**src/design/sat_pkg.sv**
```systemverilog
package sat_pkg;

    // Queue geometry and field widths.
    localparam int QUEUE_DEPTH  = 16;
    localparam int RESULT_LIMIT = 16;
    localparam int DL_W         = 32;
    localparam int TAG_W        = 16;
    localparam int DELAY_W      = 16;
    localparam int KIND_W       = 2;
    localparam int DRAIN_CNT_W  = (RESULT_LIMIT > 1) ? $clog2(RESULT_LIMIT) : 1;

    // Input item selector.
    localparam logic MODE_TICK   = 1'b0;
    localparam logic MODE_INSERT = 1'b1;

    // Result kinds.
    localparam logic [KIND_W-1:0] KIND_ACCEPTED = 2'd0;
    localparam logic [KIND_W-1:0] KIND_REJECTED = 2'd1;
    localparam logic [KIND_W-1:0] KIND_EXPIRED  = 2'd2;

    // One stored alarm.
    typedef struct packed {
        logic             valid;
        logic [DL_W-1:0]  deadline;
        logic [TAG_W-1:0] tag;
    } t_entry;

    // Commands broadcast to every cell of the chain.
    typedef struct packed {
        logic insert;
        logic shift;
    } t_cell_ctrl;

endpackage

```
**src/design/sat_cell.sv**
```systemverilog
module sat_cell
    import sat_pkg::*;
(
    input  logic             i_clk,
    input  logic             i_rst_n,
    input  t_cell_ctrl       i_ctrl,
    input  logic [DL_W-1:0]  i_new_deadline,
    input  logic [TAG_W-1:0] i_new_tag,
    input  t_entry           i_prev,
    input  logic             i_prev_keep,
    input  t_entry           i_next,
    output t_entry           o_entry,
    output logic             o_keep
);

    logic             r_valid;
    logic [DL_W-1:0]  r_deadline;
    logic [TAG_W-1:0] r_tag;
    logic             n_valid;
    logic [DL_W-1:0]  n_deadline;
    logic [TAG_W-1:0] n_tag;

    // A cell keeps its alarm on insert when that alarm is due no later than
    // the new one, which keeps equal deadlines in arrival order.
    assign o_keep  = r_valid && (r_deadline <= i_new_deadline);
    assign o_entry = '{valid: r_valid, deadline: r_deadline, tag: r_tag};

    always_comb begin
        n_valid    = r_valid;
        n_deadline = r_deadline;
        n_tag      = r_tag;
        if (i_ctrl.insert) begin
            if (o_keep) begin
                n_valid = r_valid;
            end else if (i_prev_keep) begin
                n_valid    = 1'b1;
                n_deadline = i_new_deadline;
                n_tag      = i_new_tag;
            end else begin
                n_valid    = i_prev.valid;
                n_deadline = i_prev.deadline;
                n_tag      = i_prev.tag;
            end
        end else if (i_ctrl.shift) begin
            n_valid    = i_next.valid;
            n_deadline = i_next.deadline;
            n_tag      = i_next.tag;
        end
    end

    always_ff @(posedge i_clk) begin
        if (!i_rst_n) begin
            r_valid <= 1'b0;
        end else begin
            r_valid <= n_valid;
        end
        r_deadline <= n_deadline;
        r_tag      <= n_tag;
    end

endmodule

```
**src/design/sorted_alarm_timer_queue.sv**
```systemverilog
// An insert is registered at its input transfer, and its result enters the output register
// from the insert state once that register is free. A tick advances the time, then sends
// due alarms from the head cell, one per cycle while the output register can take them;
// no new item is taken until the current one ends. The head cell feeding one output register
// sets the drain rate. Reset (synchronous, active low) clears the time counter, every
// cell's valid bit, the control state and the output valid.
module sorted_alarm_timer_queue
    import sat_pkg::*;
(
    input  logic        i_clk,
    input  logic        i_rst_n,
    input  logic        i_s_axis_tvalid,
    output logic        o_s_axis_tready,
    input  logic [31:0] i_s_axis_tdata,   // [15:0] delay_seconds, [31:16] tag
    input  logic        i_s_axis_tuser,   // mode
    output logic        o_m_axis_tvalid,
    input  logic        i_m_axis_tready,
    output logic [47:0] o_m_axis_tdata,   // [15:0] alarm_tag, [47:16] alarm_deadline
    output logic [1:0]  o_m_axis_tuser,   // kind
    output logic        o_m_axis_tlast    // last
);

    typedef enum logic [2:0] {
        S_IDLE   = 3'b001,
        S_INSERT = 3'b010,
        S_DRAIN  = 3'b100
    } t_state;

    t_state r_state, n_state;

    // Current time in seconds.
    logic [DL_W-1:0] r_now, n_now;

    // The pending insert, registered at its transfer.
    logic [DL_W-1:0]  r_new_deadline, n_new_deadline;
    logic [TAG_W-1:0] r_new_tag, n_new_tag;

    // Number of alarms already sent during the current tick.
    logic [DRAIN_CNT_W-1:0] r_drain_cnt, n_drain_cnt;

    // Output register.
    logic              r_out_valid, n_out_valid;
    logic [KIND_W-1:0] r_out_kind, n_out_kind;
    logic [TAG_W-1:0]  r_out_tag, n_out_tag;
    logic [DL_W-1:0]   r_out_deadline, n_out_deadline;
    logic              r_out_last, n_out_last;

    // Cell chain wiring.
    t_cell_ctrl             w_ctrl;
    t_entry                 w_entry [QUEUE_DEPTH];
    logic [QUEUE_DEPTH-1:0] w_keep;
    logic [QUEUE_DEPTH-1:0] w_valid;

    logic w_in_xfer;
    logic w_out_free;
    logic w_full;
    logic w_head_due;
    logic w_next_due;
    logic w_drain_last;

    // The input side is open whenever no item is in progress; a result that
    // still waits in the output register does not hold it back.
    assign o_s_axis_tready = (r_state == S_IDLE);
    assign w_in_xfer       = i_s_axis_tvalid && o_s_axis_tready;

    // The output register can take a new result when it is empty or its
    // current result transfers in this cycle.
    assign w_out_free = !r_out_valid || i_m_axis_tready;

    // Valid cells always form a prefix, so the tail cell tells whether the
    // queue is full.
    assign w_full = w_entry[QUEUE_DEPTH-1].valid;

    // Expiry looks at the head cell and the one behind it, which becomes the
    // head after the shift; the tick ends when that one is not due or when
    // the per-tick limit is reached.
    assign w_head_due   = w_entry[0].valid && (w_entry[0].deadline <= r_now);
    assign w_next_due   = w_entry[1].valid && (w_entry[1].deadline <= r_now);
    assign w_drain_last = !w_next_due ||
                          (r_drain_cnt == DRAIN_CNT_W'(RESULT_LIMIT - 1));

    assign w_ctrl.insert = (r_state == S_INSERT) && w_out_free && !w_full;
    assign w_ctrl.shift  = (r_state == S_DRAIN) && w_head_due && w_out_free;

    // Each cell hands its alarm to the next one on insert and to the
    // previous one on expiry. The head sees a neighbor that always keeps,
    // and the tail sees an empty neighbor behind it.
    genvar gi;
    generate
        for (gi = 0; gi < QUEUE_DEPTH; gi++) begin : g_cell
            t_entry w_prev;
            t_entry w_next;
            logic   w_prev_keep;

            if (gi == 0) begin : g_head
                assign w_prev      = '0;
                assign w_prev_keep = 1'b1;
            end else begin : g_body
                assign w_prev      = w_entry[gi-1];
                assign w_prev_keep = w_keep[gi-1];
            end

            if (gi == QUEUE_DEPTH - 1) begin : g_tail
                assign w_next = '0;
            end else begin : g_inner
                assign w_next = w_entry[gi+1];
            end

            sat_cell u_cell (
                .i_clk          (i_clk),
                .i_rst_n        (i_rst_n),
                .i_ctrl         (w_ctrl),
                .i_new_deadline (r_new_deadline),
                .i_new_tag      (r_new_tag),
                .i_prev         (w_prev),
                .i_prev_keep    (w_prev_keep),
                .i_next         (w_next),
                .o_entry        (w_entry[gi]),
                .o_keep         (w_keep[gi])
            );

            assign w_valid[gi] = w_entry[gi].valid;
        end
    endgenerate

    always_comb begin
        n_state        = r_state;
        n_now          = r_now;
        n_new_deadline = r_new_deadline;
        n_new_tag      = r_new_tag;
        n_drain_cnt    = r_drain_cnt;
        n_out_valid    = r_out_valid;
        n_out_kind     = r_out_kind;
        n_out_tag      = r_out_tag;
        n_out_deadline = r_out_deadline;
        n_out_last     = r_out_last;

        if (r_out_valid && i_m_axis_tready) begin
            n_out_valid = 1'b0;
        end

        case (r_state)
            S_IDLE: begin
                if (w_in_xfer) begin
                    if (i_s_axis_tuser == MODE_INSERT) begin
                        // The deadline wraps modulo 2^32 like the time counter.
                        n_new_deadline = r_now + DL_W'(i_s_axis_tdata[DELAY_W-1:0]);
                        n_new_tag      = i_s_axis_tdata[DELAY_W +: TAG_W];
                        n_state        = S_INSERT;
                    end else begin
                        n_now       = r_now + DL_W'(1);
                        n_drain_cnt = '0;
                        n_state     = S_DRAIN;
                    end
                end
            end
            S_INSERT: begin
                if (w_out_free) begin
                    n_out_valid    = 1'b1;
                    n_out_kind     = w_full ? KIND_REJECTED : KIND_ACCEPTED;
                    n_out_tag      = r_new_tag;
                    n_out_deadline = r_new_deadline;
                    n_out_last     = 1'b1;
                    n_state        = S_IDLE;
                end
            end
            S_DRAIN: begin
                if (!w_head_due) begin
                    // Nothing due on this tick: no result at all.
                    n_state = S_IDLE;
                end else if (w_out_free) begin
                    n_out_valid    = 1'b1;
                    n_out_kind     = KIND_EXPIRED;
                    n_out_tag      = w_entry[0].tag;
                    n_out_deadline = w_entry[0].deadline;
                    n_out_last     = w_drain_last;
                    n_drain_cnt    = r_drain_cnt + DRAIN_CNT_W'(1);
                    if (w_drain_last) begin
                        n_state = S_IDLE;
                    end
                end
            end
            default: begin
                n_state = S_IDLE;
            end
        endcase
    end

    always_ff @(posedge i_clk) begin
        if (!i_rst_n) begin
            r_state     <= S_IDLE;
            r_now       <= '0;
            r_drain_cnt <= '0;
            r_out_valid <= 1'b0;
        end else begin
            r_state     <= n_state;
            r_now       <= n_now;
            r_drain_cnt <= n_drain_cnt;
            r_out_valid <= n_out_valid;
        end
        r_new_deadline <= n_new_deadline;
        r_new_tag      <= n_new_tag;
        r_out_kind     <= n_out_kind;
        r_out_tag      <= n_out_tag;
        r_out_deadline <= n_out_deadline;
        r_out_last     <= n_out_last;
    end

    assign o_m_axis_tvalid = r_out_valid;
    assign o_m_axis_tdata  = {r_out_deadline, r_out_tag};
    assign o_m_axis_tuser  = r_out_kind;
    assign o_m_axis_tlast  = r_out_last;

    // The valid cells must always be a contiguous run starting at the head.
    a_valid_prefix: assert property (@(posedge i_clk) disable iff (!i_rst_n)
        ((w_valid + QUEUE_DEPTH'(1)) & w_valid) == '0)
        else $error("queue valid bits are not a prefix");

    // An expired alarm is never reported ahead of its deadline.
    a_expiry_due: assert property (@(posedge i_clk) disable iff (!i_rst_n)
        (o_m_axis_tvalid && (o_m_axis_tuser == KIND_EXPIRED)) |->
        (r_out_deadline <= r_now))
        else $error("alarm reported before its deadline");

    // A tick transfer advances the time by exactly one second.
    a_tick_advance: assert property (@(posedge i_clk) disable iff (!i_rst_n)
        (w_in_xfer && (i_s_axis_tuser == MODE_TICK)) |=>
        (r_now == $past(r_now) + DL_W'(1)))
        else $error("tick did not advance the time");

    // An accepted insert grows the queue by exactly one alarm.
    a_insert_grows: assert property (@(posedge i_clk) disable iff (!i_rst_n)
        w_ctrl.insert |=> ($countones(w_valid) == $past($countones(w_valid)) + 1))
        else $error("insert did not add exactly one alarm");

endmodule
```
**config.mk**
```make
export PLATFORM = sky130hd
export DESIGN_NAME = sorted_alarm_timer_queue
export DESIGN_NICKNAME = d
export VERILOG_FILES = /design/src/design/sat_pkg.sv /design/src/design/sat_cell.sv /design/src/design/sorted_alarm_timer_queue.sv
export SDC_FILE = /design/constraint.sdc
export NUM_CORES = 2
export LEC_CHECK = 0
export BUFFER_PORTS_ARGS = -buffer_cell sky130_fd_sc_hd__buf_2
export CORE_ASPECT_RATIO = 1.1
export CORE_MARGIN = 2
export CORE_UTILIZATION = 23
export CTS_CLUSTER_DIAMETER = 100
export DETAILED_ROUTE_END_ITERATION = 10
export GPL_TIMING_DRIVEN = 0
export HOLD_SLACK_MARGIN = 0.03
export SYNTH_ARGS = -nofsm -noshare
export SYNTH_HDL_FRONTEND = slang
export SYNTH_SLANG_ARGS = --single-unit
```
**constraint.sdc**
```tcl
create_clock -name i_clk -period 17.82 [get_ports i_clk]
set_input_delay 5.346 -clock i_clk [delete_from_list [all_inputs] [get_ports i_clk]]
set_output_delay 5.346 -clock i_clk [all_outputs]
set_load 0.02 [all_outputs]
```
Word-level counts from Yosys, hierarchy flattened
Cells that the tools add are included.
{"block": "totals", "regBits": 923, "wordCells": 382, "in_bits": 37, "out_inout_bits": 53}
{"block": "op_classes", "eq_ne": 27, "order_cmp": 18, "n_bitwise": 1, "n_addsub": 3, "n_reduce_logical": 53, "muxes": 222}
{"operator": "2-to-1 mux 32 bit", "count": 66}
{"operator": "2-to-1 mux 16 bit", "count": 66}
{"operator": "less-or-equal comparator 32 bit", "count": 18}
{"operator": "2-to-1 mux 1 bit", "count": 70}
{"operator": "one-hot mux 32 bit (2 select lines)", "count": 1}
{"operator": "inequality test 2 bit, second input constant", "count": 20}
{"operator": "adder 32 x 1 -> 32 bit, second input constant", "count": 1}
{"operator": "adder 32 x 16 -> 32 bit", "count": 1}
{"operator": "one-hot mux 16 bit (2 select lines)", "count": 1}
{"operator": "AND reduction 2 bit", "count": 16}
{"operator": "logical AND 1 bit", "count": 24}
{"operator": "2-to-1 mux 3 bit", "count": 6}
{"operator": "2-to-1 mux 4 bit", "count": 4}
{"operator": "one-hot mux 3 bit (3 select lines)", "count": 1}
{"operator": "one-hot mux 4 bit (2 select lines)", "count": 1}
{"operator": "AND reduction 4 bit", "count": 2}
{"operator": "2-to-1 mux 2 bit", "count": 3}
{"operator": "inequality test 3 bit, second input constant", "count": 2}
{"operator": "AND reduction 3 bit", "count": 2}
{"operator": "nonzero test 2 bit", "count": 3}
{"operator": "AND reduction 5 bit", "count": 1}
{"operator": "adder 4 x 1 -> 4 bit, second input constant", "count": 1}
{"operator": "== test 4 bit, second input constant", "count": 1}
{"operator": "one-hot mux 1 bit (2 select lines)", "count": 2}
{"operator": "8 further kinds", "count": 11}

Longest topological paths before layout
{"block": "logic_depth", "ltp_word": 8, "ltp_mapped": 12, "mapped_depth_nobuf": 10}

Hierarchy
A second synthesis with hierarchy kept.
{"block": "unflattened", "cells_unflattened": 5967, "area_unflattened_um2": 60956.0}
{"module": "sat_cell", "seq_area_each_um2": 1461.4, "n_inst": 16, "cells_each": 330, "area_per_inst_um2": 3320.7}
{"module": "sorted_alarm_timer_queue", "seq_area_each_um2": 3773.6, "n_inst": 1, "cells_each": 687, "area_per_inst_um2": 7825.0}

Worst setup path after synthesis
Ideal clock, no wire load.
{"block": "synth_path", "path_kind": "in2reg", "from": "input i_m_axis_tready", "to": "register g_cell[0].u_cell.r_deadline[0] (enable)", "arrival_ns": 9.890, "cell_stages": 9, "required_time_ns": 17.300, "path_buffers": 5, "setup_slack_ns": 7.410, "setup_ns": 0.520, "path_cell_list": "nor2b_1 -> clkbuf_1 -> nor3_1 -> nand2b_1 -> clkbuf_1 -> buf_2 -> buf_2 -> clkbuf_1 -> o21ai_0"}
{"block": "synth_between", "elab_chain_cells": 5, "word_cells_on_any_way": 7, "cone_classes": "1 x eq/ne; 6 x reduce/logical"}
{"element": "start, declared", "line_no": "sorted_alarm_timer_queue.sv:17", "source": "input logic i_m_axis_tready,"}
{"element": "logical OR 1 bit *", "line_no": "sorted_alarm_timer_queue.sv:68", "source": "assign w_out_free = !r_out_valid || i_m_axis_tready;"}
{"element": "logical AND 1 bit (2 in series)", "line_no": "sorted_alarm_timer_queue.sv:82", "source": "assign w_ctrl.insert = (r_state == S_INSERT) && w_out_free && !w_full;"}
{"element": "inequality test 2 bit (no line) / nonzero test 2 bit (equally long branches)"}
{"element": "AND reduction 2 bit (no line) *"}
{"element": "end signal, assigned", "line_no": "sat_cell.sv:57", "source": "r_deadline <= n_deadline;"}
{"element": "end, declared", "line_no": "sat_cell.sv:17", "source": "logic [DL_W-1:0] r_deadline;"}
Every way passes the cells marked *; elsewhere a longest branch is shown, timed or not.
A chain may end at the register's enable or synchronous reset.

Final worst setup path
{"block": "layout_path", "from": "input i_m_axis_tready", "to": "register g_cell[14].u_cell.r_tag[12], data pin"}
{"block": "layout_between", "elab_chain_cells": 4}
{"element": "logical OR 1 bit", "line_no": "sorted_alarm_timer_queue.sv:68"}
{"element": "logical AND 1 bit (2 in series)", "line_no": "sorted_alarm_timer_queue.sv:82"}
{"element": "2-to-1 mux 16 bit", "line_no": "sat_cell.sv:32", "source": "if (i_ctrl.insert) begin"}
{"element": "named net g_cell[14].u_cell.n_tag[12]", "line_no": "sat_cell.sv:21", "source": "logic [TAG_W-1:0] n_tag;"}
{"element": "end signal, assigned", "line_no": "sat_cell.sv:58", "source": "r_tag <= n_tag;"}
{"element": "end, declared", "line_no": "sat_cell.sv:18", "source": "logic [TAG_W-1:0] r_tag;"}
The timed path passes the listed nets, and every way through them passes these cells.

==> qor_table.md <==
| Parameter | Reported | Unit |
|---|---|---|
| Result of the run | finished clean | - |
| Synth warn | 0 | - |
| GPL Wtd Cong | 0.9016 | - |
| Clock-pin slew on the worst setup and hold paths | 0.06 | ns |
| Cell with the most instances after synthesis | sky130_fd_sc_hd__edfxtp_1 | - |
| Final worst-path cycle share | 55.84 | % |
| Main synth FF type | sky130_fd_sc_hd__edfxtp_1 | - |
| Largest cells by area after synthesis | sky130_fd_sc_hd__edfxtp_1 45%, sky130_fd_sc_hd__ha_1 12%, sky130_fd_sc_hd__mux2i_1 12% | - |
| R2r endpoint | g_cell[11].u_cell.r_tag[12] | - |
| Overall overflow remaining after global route | 0 | - |
| Biggest area consumer among synthesized cells | sky130_fd_sc_hd__edfxtp_1 | - |
| Count of max-cap constraint violations | 0 | - |
| Iteration-0 DRC count of the detailed router | 3714 | - |
| WL per Instance | 20.82 | um |
| Count of state elements after synthesis | 923 | - |
| Estimated wirelength of the detail-placed design | 154200 | um |
| Synthesized area divided by synthesized cell count | 10.56 | um2 |
| Worst reg2reg path startpoint | g_cell[0].u_cell.r_deadline[30] | - |
| Crit. End Element | flip-flop | - |
| Number of instances on the worst hold path | 2 | - |
| Antenna violations before repair | 0 | - |
| CP Cell Sequence | buf_2, nor2b_1, clkbuf_1, nor3_1, nand2b_1, clkbuf_1, buf_2, buf_2, buf_2, clkbuf_1, buf_1, nand2_1, o21ai_1 | - |
| Post-synth design cell area | 57550 | um2 |
| FF-to-FF path depth | 9 | - |
| Synth top cells by count | 867 x sky130_fd_sc_hd__edfxtp_1, 818 x sky130_fd_sc_hd__nand2_1, 676 x sky130_fd_sc_hd__mux2i_1 | - |
| H-tree depth reported by CTS | 3 | - |
| Setup Buffers After CTS | 0 | - |
| Power per standard cell area | 76.01 | nW/um2 |
| Nets | 6268 | - |
| Area of the die | 254200 | um2 |
| Layout cell share with drive strength beyond 1 | 7.123 | % |
| Row count | 192 | - |
| Shortest period the worst path allows | 9.951 | ns |
| Number of slew-limit violations in the final report | 0 | - |
| Number of standard cells after synthesis | 5450 | - |
| Buffer depth of the longest clock path | 3 | - |
| First-pass GRT wire length | 280200 | um |
| Initial Utilization | 23.12 | % |
| Maximum clock skew at final layout | 0.04188 | ns |
| Max stage delay on crit path | 1.01 | ns |
| Root cell of the clock tree | sky130_fd_sc_hd__clkbuf_16 | - |
| R2r setup slk | 12.07 | ns |
| Maximum number of pins on one net before global-route repair | 36 | - |
| Number of port buffers | 89 | - |
| Worst EP arrival | 10.50 | ns |
| Setup TNS | 0 | ns |
| Remaining antenna violation count after routing | 0 | - |
| GRT Overall Usage | 14.36 | % |
| Setup violations, final | 0 | - |
| Die Y-Extent | 528.6 | um |
| Cell occurring most often along the worst timing path | sky130_fd_sc_hd__buf_2 | - |
| Peak ir drop on the vdd network | 0.06501 | mV |
| CTS tree | yes | - |
| CTS sink count | 923 | - |
| Post-synthesis cell type count | 67 | - |
| Leak | 23.31 | nW |
| Worst-Skew Late Latency | 0.73 | ns |
| Kind of start point of the critical path | primary input | - |
| RSZ-0062 raised after global routing | no | - |
| Part of the Yosys area used for sequential elements | 47.19 | % |
| Relative slew margins | 6.844 | % |
| Post-route non-filler standard cell count | 9054 | - |
| Post-synthesis net count | 6050 | - |
| Placed insts | 8861 | - |
| Vias after detailed routing | 44490 | - |
| Type of the worst setup path | primary input to flip-flop | - |
| Cell at the slowest stage of the critical path | sky130_fd_sc_hd__clkbuf_1 | - |
| Vias per std cell | 4.914 | - |
| Area Growth Syn to Fin | 15.12 | % |
| Pin slew with the least headroom to its limit | 1.397 | ns |
| Hold violation count in the final report | 0 | - |
| Async SR Flop Fraction | 0 | % |
| Placeable core area | 248900 | um2 |
| Maximum operating frequency | 100.5 | MHz |
| Horizontal die dimension | 480.9 | um |
| Ant diodes | 0 | - |
| Cts hold-fix bufs | 0 | - |
| Launch point of the worst hold path | r_drain_cnt[3] | - |
| Share of the synthesized area in the top cell type | 45.24 | % |
| Drt drc | 0 | - |
| Required @ worst endpoint | 18.37 | ns |
| CTS buffer count | 103 | - |
| Ports placed on the boundary | 90 | - |
| Total wirelength of the detailed-routed design | 188500 | um |
| Number of global-route vias before repair | 45210 | - |
| CP Max Fanout | 10 | - |
| Hold EP | r_drain_cnt[3] | - |
| First drt pass iteration count | 6 | - |
| Number of instances resized during post-cts repair | 0 | - |
| Count of flip-flops with a built-in enable after synthesis | 867 | - |
| Worst hold path type | flip-flop to flip-flop | - |
## how the worst max path moves through the flow
stage | start | endpoint | slack (ns) | cells past startpoint
after global placement | i_m_axis_tready | g_cell[0].u_cell.r_deadline[8] | 3.55 | 10
final | i_m_axis_tready | g_cell[14].u_cell.r_tag[12] | 7.87 | 13
after floorplan | i_m_axis_tready | g_cell[0].u_cell.r_deadline[0] | 7.41 | 9
after global routing | i_m_axis_tready | g_cell[14].u_cell.r_tag[12] | 7.81 | 13
after detailed placement | i_m_axis_tready | g_cell[14].u_cell.r_tag[12] | 7.38 | 13
after CTS | i_m_axis_tready | g_cell[14].u_cell.r_tag[12] | 8.14 | 13
## layout by cell type, fill, tap and decap left out, types with 24 or more instances in the layout
cell and instances:
sky130_fd_sc_hd__a21o_1 85, sky130_fd_sc_hd__mux2i_1 676, sky130_fd_sc_hd__xnor2_1 48, sky130_fd_sc_hd__nor2_1 157
sky130_fd_sc_hd__o21ai_0 343, sky130_fd_sc_hd__clkinv_2 30, sky130_fd_sc_hd__a31oi_1 65, sky130_fd_sc_hd__nand4_1 188
sky130_fd_sc_hd__nand2_1 817, sky130_fd_sc_hd__nor2b_1 24, sky130_fd_sc_hd__o31ai_1 52, sky130_fd_sc_hd__inv_1 86
sky130_fd_sc_hd__nor3_1 37, sky130_fd_sc_hd__buf_2 167, sky130_fd_sc_hd__o21ai_1 389, sky130_fd_sc_hd__dfxtp_1 56
sky130_fd_sc_hd__clkbuf_16 110, sky130_fd_sc_hd__nand3_1 113, sky130_fd_sc_hd__a21oi_1 227, sky130_fd_sc_hd__ha_1 562
sky130_fd_sc_hd__a211oi_1 37, sky130_fd_sc_hd__edfxtp_1 867, sky130_fd_sc_hd__clkbuf_1 265
## logic make-up after synthesis
kind of cell / share of synthesized area (%)
and+or+nand+nor: 11.44
AOI/OAI and AO/OA: 13.13
DFF: 47.19
muxes: 12.07
adders and majority gates: 12.25
buffers and inverters: 3.137
xor gates and xnor gates: 0.7762
## metrics by stage
step / power [W] / util [%] / hold WS [ns] / setup slack (ns) / cell area [um2]
floorplan: 0.002706 / - / 0.4557 / 7.410 / 57550
global placement: 0.002848 / 24.96 / 0.4726 / 3.552 / 62120
detailed placement: 0.002862 / 25.23 / 0.4799 / 7.381 / 62800
CTS: 0.005059 / 26.62 / 0.4876 / 8.136 / 66250
global route: 0.005177 / 26.62 / 0.5139 / 7.815 / 66250
finish: 0.005035 / 26.62 / 0.4848 / 7.869 / 66250
## report_power, final
group	total [W]	internal, W	switching, W
logic	0.000398	0.000127	0.000270
clock network	0.00221	0.00126	0.000949
registers	0.00243	0.00239	0.0000344
total	0.00504	0.00378	0.00125
## final cells by class
type	count	area [um2]
buffer	359	1471
multi-input combinational	4079	28820
timing repair buffer	113	895.9
tap	3298	4126
clock inverter	73	626.9
clock buffer	120	2820
fill	26180	182600
sequential	923	27160
inverter	89	334.1
## layer usage
layer | track usage [%] | wire length, um | vias up
li1 | - | - | 21040
met3 | 1.663 | 10160 | 342
met4 | 7.394 | 10060 | 0
met2 | 24.41 | 89510 | 1595
met5 | 0 | 0 | -
met1 | 17.82 | 78770 | 21510
## state kept, by name (all words and copies together), names as in the netlist, 16 cells and up
signal / cells
g_cell.u_cell.r_tag: 256
r_out_deadline: 32
r_new_deadline: 32
g_cell.u_cell.r_valid: 16
r_now: 32
r_out_tag: 16
g_cell.u_cell.r_deadline: 512
r_new_tag: 16
## critical path: cells and delay by family
| family | cells | cell delay [ns] |
|---|---|---|
| buffers and inverters | 8 | 4.33 |
| AOI/OAI and AO/OA | 1 | 0.12 |
| and+or+nand+nor | 4 | 0.66 |
(Power assumes the default switching activity.)
